<file path="config.mk">
export PLATFORM = sky130hd
export DESIGN_NAME = sliding_window_slope_estimator_core
export DESIGN_NICKNAME = d
export VERILOG_FILES = /design/src/sv/swse_pkg.sv /design/src/sv/swse_row_ram.sv /design/src/sv/swse_update.sv /design/src/sv/swse_scale.sv /design/src/sv/sliding_window_slope_estimator_core.sv
export SDC_FILE = /design/constraint.sdc
export NUM_CORES = 2
export LEC_CHECK = 0
export ABC_AREA = 1
export ABC_CLOCK_PERIOD_IN_PS = 32500
export BUFFER_PORTS_ARGS = -buffer_cell sky130_fd_sc_hd__buf_2
export CAP_MARGIN = 15
export CORE_MARGIN = 2
export CORE_UTILIZATION = 50
export DETAILED_ROUTE_END_ITERATION = 12
export PLACE_DENSITY = 0.65
export REMOVE_ABC_BUFFERS = 1
export SYNTH_ARGS = -nofsm -noshare
export SYNTH_HDL_FRONTEND = slang
export SYNTH_SLANG_ARGS = --single-unit
</file>
<file path="constraint.sdc">
create_clock -name clk -period 32.5 [get_ports clk]
set_input_delay 1.625 -clock clk [delete_from_list [all_inputs] [get_ports clk]]
set_output_delay 1.625 -clock clk [all_outputs]
set_load 0.01 [all_outputs]
</file>
<file path="src/sv/swse_pkg.sv">
// ----------------------------------------------------------------------------
// swse_pkg: shared definitions for the sliding window slope estimator
// Field widths, default sizes, the gain reset value and the pipeline
// control word passed between the stages.
// ----------------------------------------------------------------------------
package swse_pkg;

  localparam int WINDOW_DEF   = 10;
  localparam int CHANNELS_DEF = 12;

  localparam int CHAN_W    = 4;
  localparam int SAMPLE_W  = 16;
  localparam int SLOPE_W   = 24;
  localparam int GAIN_W    = 16;
  localparam int GAIN_FRAC = 16;

  // Stream word layouts.
  localparam int IN_DATA_W  = 24;
  localparam int IN_PAD_W   = IN_DATA_W - CHAN_W - SAMPLE_W;
  localparam int OUT_DATA_W = 32;
  localparam int OUT_PAD_W  = OUT_DATA_W - CHAN_W - SLOPE_W;

  localparam logic [GAIN_W-1:0] GAIN_RESET = 16'd3972;

  // Control word that travels with each item down the pipeline.
  typedef struct packed {
    logic              valid;
    logic              in_range;
    logic [CHAN_W-1:0] channel;
  } pipe_ctl_t;

endpackage

</file>
<file path="src/sv/swse_row_ram.sv">
// ----------------------------------------------------------------------------
// swse_row_ram: per-channel state memory
// One row per channel, one write and one read port, registered read data.
// Per-row valid flags mark rows never written; rd_valid reads low for them.
// ----------------------------------------------------------------------------
module swse_row_ram #(
  parameter int DEPTH = 12,
  parameter int WIDTH = 64,
  parameter int AW    = 4
) (
  input  logic             clk,
  input  logic             rst,
  input  logic             rd_en,
  input  logic [AW-1:0]    rd_addr,
  output logic [WIDTH-1:0] rd_data,
  output logic             rd_valid,
  input  logic             wr_en,
  input  logic [AW-1:0]    wr_addr,
  input  logic [WIDTH-1:0] wr_data
);

  logic [WIDTH-1:0] mem [DEPTH];
  logic [DEPTH-1:0] row_valid;

  always_ff @(posedge clk) begin
    if (wr_en) begin
      mem[wr_addr] <= wr_data;
    end
    if (rd_en) begin
      rd_data <= mem[rd_addr];
    end
  end

  always_ff @(posedge clk) begin
    if (rst) begin
      row_valid <= '0;
      rd_valid  <= 1'b0;
    end else begin
      if (wr_en) begin
        row_valid[wr_addr] <= 1'b1;
      end
      if (rd_en) begin
        rd_valid <= row_valid[rd_addr];
      end
    end
  end

endmodule

</file>
<file path="src/sv/swse_update.sv">
// ----------------------------------------------------------------------------
// swse_update: window row update
// Shifts the new sample into a channel row and updates the running total
// and the weighted sum recursively from the sample that drops out.
// ----------------------------------------------------------------------------
module swse_update #(
  parameter int WINDOW = 10,
  parameter int SUM_W  = 23,
  parameter int TOT_W  = 20,
  parameter int ROW_W  = 203
) (
  input  logic                                 rd_valid,
  input  logic [ROW_W-1:0]                     row_rd,
  input  logic                                 fwd_hit,
  input  logic [ROW_W-1:0]                     fwd_row,
  input  logic signed [swse_pkg::SAMPLE_W-1:0] sample,
  output logic [ROW_W-1:0]                     row_new,
  output logic signed [SUM_W-1:0]              sum_new
);
  import swse_pkg::*;

  localparam int WIN_BITS = SAMPLE_W * WINDOW;
  localparam logic signed [SUM_W-1:0] K_OLD = SUM_W'(WINDOW + 1);
  localparam logic signed [SUM_W-1:0] K_NEW = SUM_W'(WINDOW - 1);

  logic [ROW_W-1:0]          row_cur;
  logic [WIN_BITS-1:0]       win_old;
  logic [WIN_BITS-1:0]       win_new;
  logic signed [SAMPLE_W-1:0] oldest;
  logic signed [TOT_W-1:0]   tot_old;
  logic signed [TOT_W-1:0]   tot_new;
  logic signed [SUM_W-1:0]   sum_old;

  // The row written in the previous cycle has not reached the read data yet.
  assign row_cur = fwd_hit ? fwd_row : (rd_valid ? row_rd : '0);

  assign win_old = row_cur[WIN_BITS-1:0];
  assign tot_old = $signed(row_cur[WIN_BITS +: TOT_W]);
  assign sum_old = $signed(row_cur[WIN_BITS + TOT_W +: SUM_W]);
  assign oldest  = $signed(win_old[SAMPLE_W-1:0]);

  always_comb begin
    for (int k = 0; k < WINDOW - 1; k++) begin
      win_new[SAMPLE_W*k +: SAMPLE_W] = win_old[SAMPLE_W*(k+1) +: SAMPLE_W];
    end
    win_new[SAMPLE_W*(WINDOW-1) +: SAMPLE_W] = sample;
  end

  // S' = S + (N+1)*oldest - 2*T + (N-1)*new, with T the total before the shift.
  assign sum_new = sum_old + K_OLD * SUM_W'(oldest) - (SUM_W'(tot_old) <<< 1)
                 + K_NEW * SUM_W'(sample);
  assign tot_new = tot_old - TOT_W'(oldest) + TOT_W'(sample);

  assign row_new = {sum_new, tot_new, win_new};

endmodule

</file>
<file path="src/sv/swse_scale.sv">
// ----------------------------------------------------------------------------
// swse_scale: gain, rounding and saturation
// Multiplies the weighted sum by the gain, rounds to nearest and clips to the
// slope range (zero if out of range); the last stage is the output register.
// ----------------------------------------------------------------------------
module swse_scale #(
  parameter int SUM_W = 23
) (
  input  logic                                clk,
  input  logic                                rst,
  input  logic                                adv,
  input  swse_pkg::pipe_ctl_t                 in_ctl,
  input  logic signed [SUM_W-1:0]             in_sum,
  input  logic [swse_pkg::GAIN_W-1:0]         gain,
  output logic                                out_valid,
  output logic [swse_pkg::CHAN_W-1:0]         out_channel,
  output logic signed [swse_pkg::SLOPE_W-1:0] slope,
  output logic                                saturated
);
  import swse_pkg::*;

  localparam int PW = SUM_W + GAIN_W + 1;
  localparam int RW = PW + 1;
  localparam int QW = RW - GAIN_FRAC;
  localparam int EW = (QW > SLOPE_W) ? QW : SLOPE_W + 1;

  localparam logic signed [RW-1:0] HALF    = RW'(1) <<< (GAIN_FRAC - 1);
  localparam logic signed [EW-1:0] LIM_MAX = EW'(2 ** (SLOPE_W - 1) - 1);
  localparam logic signed [EW-1:0] LIM_MIN = ~LIM_MAX;

  pipe_ctl_t             p_ctl;
  logic signed [PW-1:0]  prod;
  logic signed [RW-1:0]  rnd;
  logic signed [QW-1:0]  quo;
  logic signed [EW-1:0]  quo_ext;
  logic                  over;
  logic                  under;

  always_ff @(posedge clk) begin
    if (rst) begin
      p_ctl.valid <= 1'b0;
      out_valid   <= 1'b0;
    end else if (adv) begin
      p_ctl.valid <= in_ctl.valid;
      out_valid   <= p_ctl.valid;
    end
    if (adv) begin
      p_ctl.in_range <= in_ctl.in_range;
      p_ctl.channel  <= in_ctl.channel;
    end
  end

  always_ff @(posedge clk) begin
    if (adv) begin
      prod <= in_sum * $signed({1'b0, gain});
    end
  end

  // Floor of (P + half) / 2^16 is an arithmetic shift of the rounded sum.
  assign rnd     = RW'(prod) + HALF;
  assign quo     = $signed(rnd[RW-1:GAIN_FRAC]);
  assign quo_ext = EW'(quo);
  assign over    = quo_ext > LIM_MAX;
  assign under   = quo_ext < LIM_MIN;

  always_ff @(posedge clk) begin
    if (adv) begin
      out_channel <= p_ctl.channel;
      if (!p_ctl.in_range) begin
        slope     <= '0;
        saturated <= 1'b0;
      end else if (over) begin
        slope     <= LIM_MAX[SLOPE_W-1:0];
        saturated <= 1'b1;
      end else if (under) begin
        slope     <= LIM_MIN[SLOPE_W-1:0];
        saturated <= 1'b1;
      end else begin
        slope     <= quo_ext[SLOPE_W-1:0];
        saturated <= 1'b0;
      end
    end
  end

endmodule

</file>
<file path="src/sv/sliding_window_slope_estimator_core.sv">
// ----------------------------------------------------------------------------
// sliding_window_slope_estimator_core: per-channel least-squares slope
// Keeps the last WINDOW samples per channel and reports the scaled, saturated
// least-squares slope of that window for every sample, zero if out of range.
// ----------------------------------------------------------------------------
//
//   Channel   Direction  Word contents (lowest bit first)
//   s_*       in         tdata: channel[3:0], sample[19:4], zero pad[23:20]
//   m_*       out        tdata: out_channel[3:0], slope[27:4], zero pad[31:28]
//                        tuser: saturated
//   cfg_*     in         cfg_data: slope_gain, written when cfg_we is high
//
// One word is taken per clock cycle unless m_tready stalls the output. The row
// read is issued at the edge that accepts the word; then come the row update
// and write-back, the gain multiply, and rounding and saturation into the
// output register, each at its own registered stage.
// The pace is set by the read-modify-write of a channel row; a row written
// in the previous cycle is forwarded around the memory.
// Reset clears the row valid flags, so no clearing pass is needed. A stall
// on m_tready holds the whole pipeline and drops s_tready.
//
// Each memory row holds the channel's window, the plain total of the window
// and the weighted sum, so a new sum needs only the sample that drops out.
module sliding_window_slope_estimator_core #(
  parameter int WINDOW   = swse_pkg::WINDOW_DEF,
  parameter int CHANNELS = swse_pkg::CHANNELS_DEF
) (
  input  logic                              clk,
  input  logic                              rst,
  // Configuration write port for slope_gain.
  input  logic                              cfg_we,
  input  logic [swse_pkg::GAIN_W-1:0]       cfg_data,
  // Input stream: channel in [3:0], sample in [19:4].
  input  logic                              s_tvalid,
  output logic                              s_tready,
  input  logic [swse_pkg::IN_DATA_W-1:0]    s_tdata,
  // Output stream: out_channel in [3:0], slope in [27:4].
  output logic                              m_tvalid,
  input  logic                              m_tready,
  output logic [swse_pkg::OUT_DATA_W-1:0]   m_tdata,
  // Output flag: saturated.
  output logic                              m_tuser
);
  import swse_pkg::*;

  // Weighted sum and window total widths; weights run from -(N-1) to N-1.
  localparam int SUM_W = SAMPLE_W + $clog2(WINDOW * WINDOW);
  localparam int TOT_W = SAMPLE_W + $clog2(WINDOW);
  localparam int ROW_W = SAMPLE_W * WINDOW + TOT_W + SUM_W;
  localparam int AW    = (CHANNELS > 1) ? $clog2(CHANNELS) : 1;

  logic [GAIN_W-1:0]          slope_gain;
  logic                       adv;
  logic                       accept;
  logic [CHAN_W-1:0]          in_channel;
  logic signed [SAMPLE_W-1:0] in_sample;
  logic                       in_range;

  pipe_ctl_t                  s1_ctl;
  logic signed [SAMPLE_W-1:0] s1_sample;
  pipe_ctl_t                  s2_ctl;
  logic signed [SUM_W-1:0]    s2_sum;

  logic [ROW_W-1:0]           rd_row;
  logic                       rd_valid;
  logic                       wr_en;
  logic [ROW_W-1:0]           row_new;
  logic signed [SUM_W-1:0]    sum_new;

  logic                       fwd_valid;
  logic [CHAN_W-1:0]          fwd_ch;
  logic [ROW_W-1:0]           fwd_row;
  logic                       fwd_hit;

  logic [CHAN_W-1:0]          out_channel;
  logic signed [SLOPE_W-1:0]  slope;

  // Configuration register.
  always_ff @(posedge clk) begin
    if (rst) begin
      slope_gain <= GAIN_RESET;
    end else if (cfg_we) begin
      slope_gain <= cfg_data;
    end
  end

  // The pipeline moves whenever the output register is empty or drained.
  assign adv      = !m_tvalid || m_tready;
  assign s_tready = adv;
  assign accept   = s_tvalid && adv;

  assign in_channel = s_tdata[CHAN_W-1:0];
  assign in_sample  = $signed(s_tdata[CHAN_W +: SAMPLE_W]);
  assign in_range   = 32'(in_channel) < 32'(CHANNELS);

  // Stage 1: the row read is issued at the accepting edge.
  always_ff @(posedge clk) begin
    if (rst) begin
      s1_ctl.valid <= 1'b0;
    end else if (adv) begin
      s1_ctl.valid <= accept;
    end
    if (adv) begin
      s1_ctl.in_range <= in_range;
      s1_ctl.channel  <= in_channel;
    end
  end

  always_ff @(posedge clk) begin
    if (adv) begin
      s1_sample <= in_sample;
    end
  end

  swse_row_ram #(
    .DEPTH (CHANNELS),
    .WIDTH (ROW_W),
    .AW    (AW)
  ) u_row_ram (
    .clk      (clk),
    .rst      (rst),
    .rd_en    (accept && in_range),
    .rd_addr  (AW'(in_channel)),
    .rd_data  (rd_row),
    .rd_valid (rd_valid),
    .wr_en    (wr_en),
    .wr_addr  (AW'(s1_ctl.channel)),
    .wr_data  (row_new)
  );

  // The forward register mirrors the last row written, so a word for the
  // same channel right behind it sees the update the memory read missed.
  assign fwd_hit = fwd_valid && (fwd_ch == s1_ctl.channel);

  swse_update #(
    .WINDOW (WINDOW),
    .SUM_W  (SUM_W),
    .TOT_W  (TOT_W),
    .ROW_W  (ROW_W)
  ) u_update (
    .rd_valid (rd_valid),
    .row_rd   (rd_row),
    .fwd_hit  (fwd_hit),
    .fwd_row  (fwd_row),
    .sample   (s1_sample),
    .row_new  (row_new),
    .sum_new  (sum_new)
  );

  // Out-of-range channels leave every row untouched.
  assign wr_en = adv && s1_ctl.valid && s1_ctl.in_range;

  always_ff @(posedge clk) begin
    if (rst) begin
      fwd_valid <= 1'b0;
    end else if (wr_en) begin
      fwd_valid <= 1'b1;
    end
  end

  always_ff @(posedge clk) begin
    if (wr_en) begin
      fwd_ch  <= s1_ctl.channel;
      fwd_row <= row_new;
    end
  end

  // Stage 2: registered weighted sum.
  always_ff @(posedge clk) begin
    if (rst) begin
      s2_ctl.valid <= 1'b0;
    end else if (adv) begin
      s2_ctl.valid <= s1_ctl.valid;
    end
    if (adv) begin
      s2_ctl.in_range <= s1_ctl.in_range;
      s2_ctl.channel  <= s1_ctl.channel;
    end
  end

  always_ff @(posedge clk) begin
    if (adv) begin
      s2_sum <= sum_new;
    end
  end

  // Stages 3 and 4: gain multiply, then rounding and clipping.
  swse_scale #(
    .SUM_W (SUM_W)
  ) u_scale (
    .clk         (clk),
    .rst         (rst),
    .adv         (adv),
    .in_ctl      (s2_ctl),
    .in_sum      (s2_sum),
    .gain        (slope_gain),
    .out_valid   (m_tvalid),
    .out_channel (out_channel),
    .slope       (slope),
    .saturated   (m_tuser)
  );

  assign m_tdata = {{OUT_PAD_W{1'b0}}, slope, out_channel};

endmodule

</file>
==> qor.yml <==
hp-class: "reg2reg"
cts_resized: 0
rows: 190
worstPathArrival_ns: 9.95
syn-cell-area_um2: 134000
synth_compound_area_share_pct: 10.4
grt_usage_pct: 25.1
synth_mux_area_share_pct: 0.0597
drive_above_1_share_pct: 6.53
synthArstFlopShare_pct: 0
crit_path_end_kind: "flip-flop"
drt-wirelength-per-cell_um: 23.9
rsz0062_at_grt: "false"
dominantRegCellSynth: "edfxtp_1"
cts_tree: "done"
port_buffers: 71
fp.dieH_um: 522
synth_top_area_cell: "edfxtp_1"
die-area_um2: 273000
wirelength_um: 348000
drc: 0
r2r_setup_slack_ns: 23.01
crit_fanout: 40
antenna_found_initial: 2
grt_first_pass_wirelength_um: 522000
dieWidth_um: 522
syn_inst: 10900
tns_ns: 0
min_from: "s2_ctl[1]"
place_congestion: 0.900
r2r_cells: 28
tightestPinTransition_ns: 1.23
fill_cells: 21400
synthAdderAreaFrac_pct: 8.39
slew_headroom_pct: 17.9
synth-xor-area-share_pct: 0.809
max_freq_mhz: 105
clock_latency_ns: 0.89
start_util_pct: 50.2
maxCapViolations: 0
via_per_inst: 5.93
vias: 86200
worstPathRequired_ns: 32.96
rr_startpoint: "s1_ctl[1]"
fin_crit_sh_pct: 29.2
cts_setup_buffers: 0
synth-simple-area-share_pct: 9.11
area_growth_pct: 9.80
synth_edf_count: 2954
fin_nets: 11400
fin_crit_ns: 9.49
grt_start_max_net_pins: 194
start_kind: "flip-flop"
grt_pass1_vias: 86300
dr.pass1.iters: 6
slowest_delay_ns: 0.88
finalMaxSlewViolations: 0
io_pins: 80
crit_type: "reg2reg"
hold_depth: 0
syn_area_per_cell_um2: 12.4
hold_violations: 0
skew_ns: 0.0910
yosysSeqAreaShare_pct: 66.6
setup_violations: 0
antenna_left: 0
synth_top_family_by_area: "compound AO/OA/AOI/OAI gates"
whs_endpoint: "u_scale.p_ctl[1]"
status: "complete, no violations"
cts_made_buffers: 308
timing.rr.end: "u_row_ram.mem[6][199]"
synth_top_area_share_pct: 66.1
ys_warn_count: 0
clock_sinks: 2988
ys_ff_latch: 2988
clk_path_buf_depth: 4
ctsHtreeMaxLevel: 5
slowest_stage: "xor2_1"
dp.final_hpwl_um: 184000
synthTopCellsByArea: "edfxtp_1 66%, fa_1 6.4%, o21ai_0 4.7%"
clkTransAtPathRegs_ns: 0.06
cts_root_buf: "clkbuf_16"
drt_iter0_drc: 9640
synth_cell_types: 51
core_area_um2: 267000
overflow: 0
postCtsHoldBufs: 0
-- worst max path at each step --
stage	from	endpoint	slack [ns]	cells after the start
after global routing	s1_ctl[0]	u_row_ram.mem[6][199]	22.24	28
after floorplan	m_tready	u_row_ram.mem[9][0]	7.30	4
final	s1_ctl[1]	u_row_ram.mem[6][199]	23.01	28
after detailed placement	s1_ctl[1]	u_row_ram.mem[0][201]	23.18	31
after CTS	s1_ctl[1]	u_row_ram.mem[10][201]	23.06	31
after global placement	s1_ctl[0]	u_row_ram.mem[0][199]	23.33	28
-- layout make-up --
class | count | area, um2 | share of cell area [%]
clock buffer | 377 | 8170 | 5.54
multi-input combinational | 6309 | 38700 | 26.3
timing repair buffer | 231 | 1790 | 1.22
sequential | 2988 | 89400 | 60.7
inverter | 905 | 3450 | 2.34
clock inverter | 170 | 1340 | 0.908
tap | 3552 | 4440 | 3.02
antenna | 4 | 10.0 | 0.00679
-- flip-flops by register name (all words and copies together), names as in the netlist, 4 cells and up --
| signal | flops |
|---|---|
| u_row_ram.rd_data | 203 |
| u_row_ram.mem | 2436 |
| s1_sample | 16 |
| u_scale.out_channel | 4 |
| u_scale.p_ctl | 6 |
| s1_ctl | 6 |
| fwd_row | 203 |
| fwd_ch | 4 |
| s2_sum | 23 |
| s2_ctl | 6 |
| slope_gain | 16 |
| u_row_ram.row_valid | 12 |
| u_scale.prod | 25 |
| u_scale.slope | 24 |
-- synthesized netlist by cell type, types with 7 or more instances --
library cell and n:
a31oi_1 47, a31o_1 9, o21bai_1 16, o211ai_1 27, mux2i_1 8, o22ai_1 418
o21ai_2 8, buf_1 22, o31ai_1 16, buf_4 13, xnor2_1 48, nand3_1 267
clkbuf_1 430, a21o_1 18, xor2_1 76, a21oi_2 7, o221ai_1 129, a21oi_1 274
o21ai_1 61, ha_1 215, nand4_1 18, a32o_1 32, a31o_2 14, a221o_1 41
inv_1 900, a221oi_1 23, fa_1 428, o21ai_0 1258, buf_2 184, dfxtp_1 34
edfxtp_1 2954, nand2_1 1453, nor2_1 1326, nor4_1 13, nor3_1 23
-- per-stage QoR --
| stage | utilization [%] | instances | cell area, um2 | hold slack, ns | setup slack [ns] |
|---|---|---|---|---|---|
| after floorplan | - | 10200 | 131000 | 0.400 | 7.30 |
| after global placement | 51.5 | 14000 | 138000 | 0.412 | 23.33 |
| after detailed placement | 51.5 | 14000 | 138000 | 0.408 | 23.18 |
| after CTS | 55.1 | 14500 | 147000 | 0.423 | 23.06 |
| after global routing | 55.1 | 14500 | 147000 | 0.433 | 22.24 |
| final | 55.1 | 14500 | 147000 | 0.421 | 23.01 |
-- kinds of logic (layout without fill, tap and decap cells) --
family | Yosys count | after routing
other cells | 1 | 8
buf+inv | 1559 | 1683
flops | 2988 | 2988
fa+ha+maj | 643 | 643
xor+xnor | 124 | 124
compound gates | 2413 | 2413
simple gates | 3117 | 3117
mux | 8 | 8
-- per-layer routing --
layer	routed length (um)	track usage (%)	up-vias
li1	-	-	38200
met1	143000	34.5	43700
met2	168000	42.1	3746
met5	0	0	-
met3	27200	3.20	596
met4	9290	7.32	0
-- critical path: cells and delay by family, from the launching register on --
family	cells	cell delay, ns
buf+inv	3	0.82
xor+xnor	3	1.30
flops	1	0.54
fa+ha+maj	6	2.31
simple gates	11	2.22
compound gates	5	1.82
-- cells in the final DEF (no fill, tap or decap), drive strengths merged, types with 8 or more instances in the layout --
cell	instances
a31oi	47
dfxtp	34
mux2i	8
edfxtp	2954
o21ai	1328
o22ai	418
buf	229
nor4	13
xnor2	48
o211ai	27
a21o	18
clkinv	128
a32o	32
clkinvlp	11
nand3	270
o21bai	16
nor3	23
a221o	41
clkbuf	379
bufinv	17
inv	919
nor2	1328
a21oi	281
ha	215
fa	428
nand4	19
o221ai	129
a31o	23
a221oi	23
o31ai	16
nand2	1455
xor2	76
Power is not shown: default switching activity piles up to over one toggle a cycle in this logic, so the estimate is an artifact.
